--- src/rtl/core/rgbhsl_pkg.sv ---
// ----------------------------------------------------------------------------
// RGB to HSL package
// Shared widths and types for the RGB to HSL pixel converter.
// ----------------------------------------------------------------------------
package rgbhsl_pkg;

	// Channel, sum and result widths.
	localparam int CH_W   = 8;
	localparam int SUM_W  = 9;
	localparam int DIFF_W = 9;
	localparam int HDEN_W = 11;
	localparam int OUT_W  = 16;

	// Top value of a lightness sum (255 + 255).
	localparam logic [SUM_W-1:0] SUM_MAX  = 9'd510;
	// Sums below this value divide saturation by the sum itself.
	localparam logic [SUM_W-1:0] SUM_HALF = 9'd255;

	// Channel that holds the maximum, checked red first, then green, then blue.
	typedef enum logic [1:0] {
		MAX_RED,
		MAX_GREEN,
		MAX_BLUE
	} max_sel_t;

endpackage

--- src/rtl/core/rgb_to_hsl_converter_top.sv ---
// ----------------------------------------------------------------------------
// RGB to HSL converter
// Converts one 8-bit RGB pixel per clock, while no stall on hsl_ready fills
// the pipeline, into hue, saturation and the lightness sum (max + min). The
// design is a pipeline of 4 + (FRACTION_BITS + 2) / 2 register stages, and
// it takes a new pixel every cycle unless a stall has filled it. Three
// stages find the extremes, the differences and the dividends;
// the hue and saturation quotients come from two restoring dividers that run
// side by side and resolve two quotient bits per stage; the last stage rounds
// and holds the result. Each stage keeps its own valid bit and moves whenever
// the stage after it is empty or moving, so bubbles close up and a waiting
// result does not block new requests while the pipeline has room.
// ----------------------------------------------------------------------------
module rgb_to_hsl_converter_top
	import rgbhsl_pkg::*;
#(
	parameter int FRACTION_BITS = 16
) (
	input  logic                clk,
	input  logic                arst_n,
	input  logic                pixel_valid,
	output logic                pixel_ready,
	input  logic [CH_W-1:0]     red,
	input  logic [CH_W-1:0]     green,
	input  logic [CH_W-1:0]     blue,
	output logic                hsl_valid,
	input  logic                hsl_ready,
	output logic [OUT_W-1:0]    hue,
	output logic [OUT_W-1:0]    saturation,
	output logic [SUM_W-1:0]    lightness_sum
);

	// Quotient bits carry one extra bit for round-half-up.
	localparam int QW   = FRACTION_BITS + 1;
	localparam int NDIV = (FRACTION_BITS + 2) / 2;
	localparam int P    = NDIV + 4;

	// Stage valid bits and per-stage load enables.
	logic         vld_s [P];
	logic         en    [P+1];

	// Stage 1: extremes.
	logic [CH_W-1:0] r_s1, g_s1, b_s1, mx_s1, mn_s1;
	max_sel_t        sel_s1;
	// Stage 2: delta, sum and channel difference.
	logic [CH_W-1:0]          delta_s2;
	logic [SUM_W-1:0]         sum_s2;
	logic signed [DIFF_W-1:0] diff_s2;
	max_sel_t                 sel_s2;
	// Divider stages; index 0 is loaded by stage 3.
	logic [HDEN_W-1:0] hrem_s  [NDIV+1];
	logic [HDEN_W-1:0] hden_s  [NDIV+1];
	logic [QW-1:0]     hq_s    [NDIV+1];
	logic [CH_W-1:0]   srem_s  [NDIV+1];
	logic [CH_W-1:0]   sden_s  [NDIV+1];
	logic [QW-1:0]     slow_s  [NDIV+1];
	logic              achro_s [NDIV+1];
	logic [SUM_W-1:0]  lsum_s  [NDIV+1];
	// Output stage.
	logic [OUT_W-1:0] hue_s4, sat_s4;
	logic [SUM_W-1:0] lsum_s4;

	// A stage loads when it is empty or its request moves on.
	always_comb begin
		en[P] = hsl_ready;
		for (int i = P - 1; i >= 0; i--) begin
			en[i] = !vld_s[i] || en[i+1];
		end
	end

	assign pixel_ready = en[0];

	// Valid bits travel with the data.
	always_ff @(posedge clk or negedge arst_n) begin
		if (!arst_n) begin
			for (int i = 0; i < P; i++) begin
				vld_s[i] <= 1'b0;
			end
		end else begin
			if (en[0]) begin
				vld_s[0] <= pixel_valid;
			end
			for (int i = 1; i < P; i++) begin
				if (en[i]) begin
					vld_s[i] <= vld_s[i-1];
				end
			end
		end
	end

	// Stage 1: find the maximum channel and the extremes.
	max_sel_t        sel_c;
	logic [CH_W-1:0] mx_c, mn_c;

	always_comb begin
		if (red >= green && red >= blue) begin
			sel_c = MAX_RED;
			mx_c  = red;
		end else if (green >= blue) begin
			sel_c = MAX_GREEN;
			mx_c  = green;
		end else begin
			sel_c = MAX_BLUE;
			mx_c  = blue;
		end
		mn_c = red;
		if (green < mn_c) mn_c = green;
		if (blue < mn_c) mn_c = blue;
	end

	always_ff @(posedge clk) begin
		if (en[0]) begin
			r_s1   <= red;
			g_s1   <= green;
			b_s1   <= blue;
			mx_s1  <= mx_c;
			mn_s1  <= mn_c;
			sel_s1 <= sel_c;
		end
	end

	// Stage 2: delta, sum and the signed channel difference for the hue.
	logic signed [DIFF_W-1:0] diff_c;

	always_comb begin
		unique case (sel_s1)
			MAX_RED:   diff_c = signed'({1'b0, g_s1}) - signed'({1'b0, b_s1});
			MAX_GREEN: diff_c = signed'({1'b0, b_s1}) - signed'({1'b0, r_s1});
			MAX_BLUE:  diff_c = signed'({1'b0, r_s1}) - signed'({1'b0, g_s1});
			default:   diff_c = '0;
		endcase
	end

	always_ff @(posedge clk) begin
		if (en[1]) begin
			delta_s2 <= mx_s1 - mn_s1;
			sum_s2   <= {1'b0, mx_s1} + {1'b0, mn_s1};
			diff_s2  <= diff_c;
			sel_s2   <= sel_s1;
		end
	end

	// Stage 3: hue numerator and divisor, saturation divisor and dividend.
	logic [HDEN_W-1:0]        six_c;
	logic signed [HDEN_W:0]   diffx_c;
	logic signed [HDEN_W:0]   n_c;
	logic [SUM_W-1:0]         sden_c;

	always_comb begin
		six_c   = {1'b0, delta_s2, 2'b00} + {2'b00, delta_s2, 1'b0};
		diffx_c = {{(HDEN_W + 1 - DIFF_W){diff_s2[DIFF_W-1]}}, diff_s2};
		unique case (sel_s2)
			MAX_RED: begin
				if (diff_s2 < 0) begin
					n_c = diffx_c + signed'({1'b0, six_c});
				end else begin
					n_c = diffx_c;
				end
			end
			MAX_GREEN: n_c = signed'({3'b000, delta_s2, 1'b0}) + diffx_c;
			MAX_BLUE:  n_c = signed'({2'b00, delta_s2, 2'b00}) + diffx_c;
			default:   n_c = '0;
		endcase
		if (sum_s2 < SUM_HALF) begin
			sden_c = sum_s2;
		end else begin
			sden_c = SUM_MAX - sum_s2;
		end
	end

	// The saturation dividend is delta * 2^QW - 2 * delta: its high part is
	// delta - 1 and its low QW bits are the two's complement of 2 * delta.
	always_ff @(posedge clk) begin
		if (en[2]) begin
			hrem_s[0]  <= n_c[HDEN_W-1:0];
			hden_s[0]  <= six_c;
			hq_s[0]    <= '0;
			srem_s[0]  <= delta_s2 - CH_W'(1);
			sden_s[0]  <= sden_c[CH_W-1:0];
			slow_s[0]  <= QW'(0) - QW'({delta_s2, 1'b0});
			achro_s[0] <= (delta_s2 == '0);
			lsum_s[0]  <= sum_s2;
		end
	end

	// Divider stages: two restoring steps each for hue and saturation.
	for (genvar k = 1; k <= NDIV; k++) begin : g_div
		logic [HDEN_W-1:0] hr, hrn;
		logic [QW-1:0]     hq, hqn;
		logic [CH_W-1:0]   sr, srn;
		logic [QW-1:0]     sl, sln;

		always_comb begin
			logic [HDEN_W:0] ht;
			logic [CH_W:0]   st;
			hr = hrem_s[k-1];
			hq = hq_s[k-1];
			sr = srem_s[k-1];
			sl = slow_s[k-1];
			for (int j = 0; j < 2; j++) begin
				if (2 * (k - 1) + j < QW) begin
					ht = {hr, 1'b0};
					if (ht >= {1'b0, hden_s[k-1]}) begin
						ht = ht - {1'b0, hden_s[k-1]};
						hq = {hq[QW-2:0], 1'b1};
					end else begin
						hq = {hq[QW-2:0], 1'b0};
					end
					hr = ht[HDEN_W-1:0];
					st = {sr, sl[QW-1]};
					if (st >= {1'b0, sden_s[k-1]}) begin
						st = st - {1'b0, sden_s[k-1]};
						sl = {sl[QW-2:0], 1'b1};
					end else begin
						sl = {sl[QW-2:0], 1'b0};
					end
					sr = st[CH_W-1:0];
				end
			end
			hrn = hr;
			hqn = hq;
			srn = sr;
			sln = sl;
		end

		always_ff @(posedge clk) begin
			if (en[2+k]) begin
				hrem_s[k]  <= hrn;
				hden_s[k]  <= hden_s[k-1];
				hq_s[k]    <= hqn;
				srem_s[k]  <= srn;
				sden_s[k]  <= sden_s[k-1];
				slow_s[k]  <= sln;
				achro_s[k] <= achro_s[k-1];
				lsum_s[k]  <= lsum_s[k-1];
			end
		end
	end

	// Output stage: round half up, wrap the hue to a turn, clear gray pixels.
	logic [QW:0]                    hround_c, sround_c;
	logic [FRACTION_BITS+OUT_W-1:0] hext_c, sext_c;

	always_comb begin
		hround_c = {1'b0, hq_s[NDIV]} + (QW + 1)'(1);
		sround_c = {1'b0, slow_s[NDIV]} + (QW + 1)'(1);
		if (achro_s[NDIV]) begin
			hext_c = '0;
			sext_c = '0;
		end else begin
			hext_c = {{OUT_W{1'b0}}, hround_c[FRACTION_BITS:1]};
			sext_c = {{OUT_W{1'b0}}, sround_c[FRACTION_BITS:1]};
		end
	end

	always_ff @(posedge clk) begin
		if (en[P-1]) begin
			hue_s4  <= hext_c[OUT_W-1:0];
			sat_s4  <= sext_c[OUT_W-1:0];
			lsum_s4 <= lsum_s[NDIV];
		end
	end

	assign hsl_valid     = vld_s[P-1];
	assign hue           = hue_s4;
	assign saturation    = sat_s4;
	assign lightness_sum = lsum_s4;

endmodule

--- config.mk ---
export PLATFORM = sky130hd
export DESIGN_NAME = rgb_to_hsl_converter_top
export DESIGN_NICKNAME = d
export VERILOG_FILES = /design/src/rtl/core/rgbhsl_pkg.sv /design/src/rtl/core/rgb_to_hsl_converter_top.sv
export SDC_FILE = /design/constraint.sdc
export NUM_CORES = 2
export LEC_CHECK = 0
export BUFFER_PORTS_ARGS = -buffer_cell sky130_fd_sc_hd__buf_2
export CAP_MARGIN = 20
export CELL_PAD_IN_SITES_DETAIL_PLACEMENT = 0
export CELL_PAD_IN_SITES_GLOBAL_PLACEMENT = 1
export CORE_ASPECT_RATIO = 0.5
export CORE_MARGIN = 2
export CORE_UTILIZATION = 44
export CTS_CLUSTER_DIAMETER = 120
export DETAILED_ROUTE_END_ITERATION = 7
export PLACE_DENSITY_LB_ADDON = 0.1
export SLEW_MARGIN = 30
export SYNTH_ARGS = -nofsm -noshare
export SYNTH_HDL_FRONTEND = slang
export SYNTH_SLANG_ARGS = --single-unit
--- constraint.sdc ---
create_clock -name clk -period 11.05 [get_ports clk]
set_input_delay 2.21 -clock clk [delete_from_list [all_inputs] [get_ports clk]]
set_output_delay 2.21 -clock clk [all_outputs]
set_load 0.03 [all_outputs]
# Yosys cells after proc, flatten, opt, wreduce, memory -nomap -nowiden
# Memories as Yosys holds them, arrays and structs flattened. A register that Yosys moved wholly into a read port is not among the register bits.
# Cells that the tools add are included.
[classes]
addsub = 48
order_cmp = 41
eq_ne = 4
n_mux = 97
reduce_logical = 30
[op_table]
columns = ["cell", "n"]
rows = [
  [">= comparator 12 x 11 -> 1 bit", 17],
  ["2-to-1 mux 11 bit", 18],
  ["subtractor 11 bit", 17],
  ["2-to-1 mux 8 bit", 22],
  [">= comparator 9 x 8 -> 1 bit", 17],
  ["subtractor 8 bit", 18],
  ["2-to-1 mux 1 bit", 54],
  ["adder 17 x 1 -> 17 bit (second input constant)", 2],
  ["one-hot mux 11 bit (3 select lines)", 1],
  ["one-hot mux 9 bit (3 select lines)", 1],
  ["subtractor 8 x 8 -> 9 bit", 3],
  [">= comparator 8 bit", 3],
  ["adder 10 x 9 -> 11 bit", 2],
  ["less-than comparator 8 bit", 2],
  ["logical NOT 1 bit", 13],
  ["logical OR 1 bit", 13],
  ["adder 11 x 9 -> 11 bit", 1],
  ["adder 9 x 11 -> 11 bit", 1],
  ["subtractor 1 x 9 -> 10 bit (first input constant)", 1],
  ["adder 8 x 8 -> 9 bit", 1],
  ["less-than comparator 9 x 1 -> 1 bit (second input constant)", 1],
  ["less-than comparator 9 x 8 -> 1 bit (second input constant)", 1],
  ["logical NOT 8 bit", 1],
  ["subtractor 8 x 1 -> 8 bit (second input constant)", 1],
  ["other kinds (6)", 9],
]
[word_totals]
regBits = 115
ram_bits = 820
out_inout_bits = 43
wordCells = 253
mem_count = 8
[memory_table]
columns = ["memory", "words", "width", "read_ports", "rd_ports_with_merged_regs", "write_ports", "line", "rtl"]
rows = [
  ["hq_s", 10, 17, 10, 0, 10, "rgb_to_hsl_converter_top.sv:53", "logic [QW-1:0] hq_s [NDIV+1];"],
  ["slow_s", 10, 17, 10, 0, 10, "rgb_to_hsl_converter_top.sv:56", "logic [QW-1:0] slow_s [NDIV+1];"],
  ["hden_s", 10, 11, 9, 0, 10, "rgb_to_hsl_converter_top.sv:52", "logic [HDEN_W-1:0] hden_s [NDIV+1];"],
  ["hrem_s", 10, 11, 9, 0, 10, "rgb_to_hsl_converter_top.sv:51", "logic [HDEN_W-1:0] hrem_s [NDIV+1];"],
  ["lsum_s", 10, 9, 10, 1, 10, "rgb_to_hsl_converter_top.sv:58", "logic [SUM_W-1:0] lsum_s [NDIV+1];"],
  ["sden_s", 10, 8, 9, 0, 10, "rgb_to_hsl_converter_top.sv:55", "logic [CH_W-1:0] sden_s [NDIV+1];"],
  ["2 more memories", "-", "-", "-", "-", "-", "-", ""],
]

# Longest topological paths before layout
[logic_depth]
word_depth = 14
mapped_depth = 18

# Least setup slack after synthesis
# Ideal clock, no wire load.
[synth_timing]
kind = "input port to output port"
startpoint = "in hsl_ready"
endpoint = "out pixel_ready"
arrival_time_ns = 7.759
required_ns = 8.840
slack_ns = 1.081
cell_stages = 8
cell_sequence = "nand2b_1 nor2_1 inv_1 nor2_1 and2_1 inv_1 nor2_1 nand4_1"
[synth_rtl]
columns = ["item", "line", "rtl"]
rows = [
  ["start, declared", "rgb_to_hsl_converter_top.sv:27", "input logic hsl_ready,"],
  ["end, declared", "rgb_to_hsl_converter_top.sv:22", "output logic pixel_ready,"],
]

==> flow_summary.yaml <==
placed_design:
  hpwl_um: 68400
  port_buffers: 70
  dp_slack_ns: 3.786
  routabilityCongestion: 0.8632
yosys:
  synthesis.instances: 3606
  syn-cell-area_mm2: 0.04353
  synth.avg_cell_area_um2: 12.07
  synth-seq-cells: 748
  yosysWarnings: 0
  synth_edf_count: 735
  yosysUniqueCellTypes: 81
  synth_ff_type: "edfxtp_1"
  seq_area_frac_synth: 0.5145
  synth_nets: 4075
  async_flop_share: 0.01738
critical_path:
  cpPeakStageDelay_ns: 0.46
  cp.arrival_ns: 5.06
  crit_type: "input port to output port"
  crit_top_cell: "nor2_1"
  worstPathRequired_ns: 8.84
  crit_path_cell_trace: "buf_2 -> nand2b_2 -> buf_4 -> nor2_1 -> inv_2 -> nor2_1 -> and2_1 -> inv_2 -> nor2_1 -> nand4_1 -> buf_4 -> buf_2"
  cp-start-kind: "input port"
  crit_fanout: 44
  endpoint_kind: "output port"
  cpMaxStageDelayCell: "nor2_1"
global_routing:
  grt_max_degree: 71
  grt_pass1_vias: 27417
  grt_pass1_wl_um: 145000
  antenna_found_initial: 0
  track_usage: 0.1775
  grt.overflow.total: 0
clocking:
  cts_max_level: 3
  cts_sinks: 748
  cts_made_buffers: 73
  cts-root-buf: "clkbuf_16"
  cts_tree: "done"
  path_clk_slew_ns: 0.06
  clock_latency_ns: 0.65
  cts_resized: 0
  post-cts-setup-buffers: 0
  clockBufferDepth: 3
  ctsHoldBuffers: 0
timing:
  fin_crit_ns: 7.266
  hold_violations: 0
  post-route-period-util: 0.6576
  setup_viol: 0
  max_freq_mhz: 137.6
  max_slew_margin: 0.3881
  setup_ws_ns: 3.784
  finalClockSkew_ns: 0.01795
  tightest_slew_ns: 0.9178
  rsz0062_at_grt: "no"
  finalSetupTns_ns: 0
  slew_violations: 0
route:
  ant_nets: 0
  drcViolationCount: 0
  vias_per_cell: 5.268
  first_pass_iters: 5
  route.vias.total: 26996
  wl_per_cell_um: 17.40
  dr.first_iter.drc_count: 1342
  drt-total-wl_um: 89160
floorplan:
  num_rows: 81
  die_h_um: 226.4
  initial_core_util: 0.4447
  die_x_um: 448.8
  coreArea_mm2: 0.09790
  top_level_ports: 71
  dieArea_mm2: 0.1016
finish:
  final.fill_count: 8675
  final_nets: 4205
  final-seq-area_mm2: 0.02240
  multi_input_comb_area_mm2: 0.01974
  drive_above_1_share: 0.1212
  syn2layout_area_growth_pct: 10.45
worst_hold_path:
  worstHoldPathType: "flip-flop to flip-flop"
run:
  cap_violations: 0
run_status:
  outcome: "finished clean"
sequential cells by signal, summed over array words and instances, names as in the netlist, 2 cells and up, named ones only:
register and flops:
srem_s 71, r_s1 8, sden_s 63, b_s1 8, delta_s2 8, hq_s 89
mn_s1 8, diff_s2 9, hrem_s 91, hden_s 87, mx_s1 8, slow_s 131
vld_s 12, sum_s2 8, sel_s1 2, saturation 16, achro_s 10, g_s1 8
hue 16, lsum_s 82, sel_s2 2, lightness_sum 9
placed cells by master (no fill, tap or decap), types with 97 or more instances in the layout:
cell,instances
mux2_2,199
xnor2_1,169
ha_1,407
a21oi_1,177
o21ai_0,169
inv_1,352
nand2_1,126
edfxtp_1,735
nor2_1,215
xor2_1,97
path summary, 6_finish.rpt:
check | slack [ns] | depth (start not counted) | start | endpoint
max in group asynchronous | 9.20 | 1 | arst_n | vld_s[10]$_DFFE_PN0P_
worst min-delay path | 0.40 | 0 | lsum_s[0][6]$_DFFE_PP_ | lsum_s[1][6]$_DFFE_PP_
worst max register to register | 5.78 | 15 | hden_s[7][2]$_DFFE_PP_ | hrem_s[8][8]$_DFFE_PP_
worst max-delay path | 3.78 | 12 | hsl_ready | pixel_ready
min in group asynchronous | 1.51 | 1 | arst_n | hsl_valid$_DFFE_PN0P_
worst min register to register | 0.40 | 0 | lsum_s[0][6]$_DFFE_PP_ | lsum_s[1][6]$_DFFE_PP_
worst max-delay path: cells and delay by family:
| family | cells | cell delay (ns) |
|---|---|---|
| simple gates | 6 | 1.69 |
| buf+inv | 6 | 1.10 |
synthesized netlist by cell type (13+ instances only):
master    count  area [um^2]
o21ai_0     169        845.8
o31ai_1      22        165.2
a21oi_1     177        885.9
and3_1       21        131.4
o211ai_1     17        127.6
nand4_1      37        231.5
a21o_1       94        705.7
mux2_2      199         2241
xnor2_1     169         1480
o21bai_1     32        240.2
o21a_1       63        473.0
fa_1         34        680.7
and2_1       14        87.58
a31oi_1      23        143.9
inv_1       356         1336
dfrtp_1      13        325.3
clkbuf_1     36        135.1
o31a_1       16        140.1
ha_1        407         5092
nand2_1     129        484.2
edfxtp_1    735        22070
or3_1        21        131.4
nand3_1      76        380.4
nand2b_1     58        362.9
nor3_1       42        210.2
mux2i_1      52        520.5
xor2_1       97        849.6
nor2b_1      73        456.7
a21boi_0     14        105.1
nor2_1      215        807.0
metal layers:
metal,track usage,wire length (um)
met2,0.3081,42600
met4,0.04898,2091
met3,0.02572,2635
met1,0.2329,41840
met5,0,0
kinds of logic after synthesis:
family                     count (synthesis)  share of synthesized area
buffers and inverters                    397                    0.03429
xor gates and xnor gates                 266                    0.05351
DFF                                      748                     0.5145
muxes                                    251                    0.06343
other                                      1                 0.00008614
and+or+nand+nor                          740                    0.08516
adders and majority gates                441                     0.1326
AOI/OAI and AO/OA                        762                     0.1165
cell type report:
type	count	area share
Tap cell	1328	0.03456
Antenna cell	1	0.00005204
Clock inverter	54	0.01017
Multi-Input combinational cell	2461	0.4105
Sequential cell	748	0.4658
Clock buffer	81	0.03862
Inverter	357	0.02792
Timing Repair Buffer	95	0.01244
metrics by stage:
step                      cells  hold WS [ns]  utilization  instance area [um^2]
final                      5125        0.4032       0.4911                 48080
after global routing       5124        0.4160       0.4911                 48080
after CTS                  5122        0.4074       0.4904                 48010
after detailed placement   4987        0.4045       0.4664                 45660
after global placement     4985        0.4016       0.4657                 45600
after floorplan            3606        0.4003            -                 43530
Power is left out: the tool's default activity adds up to more than one toggle a clock period on the data nets, which glitch-free logic cannot reach.
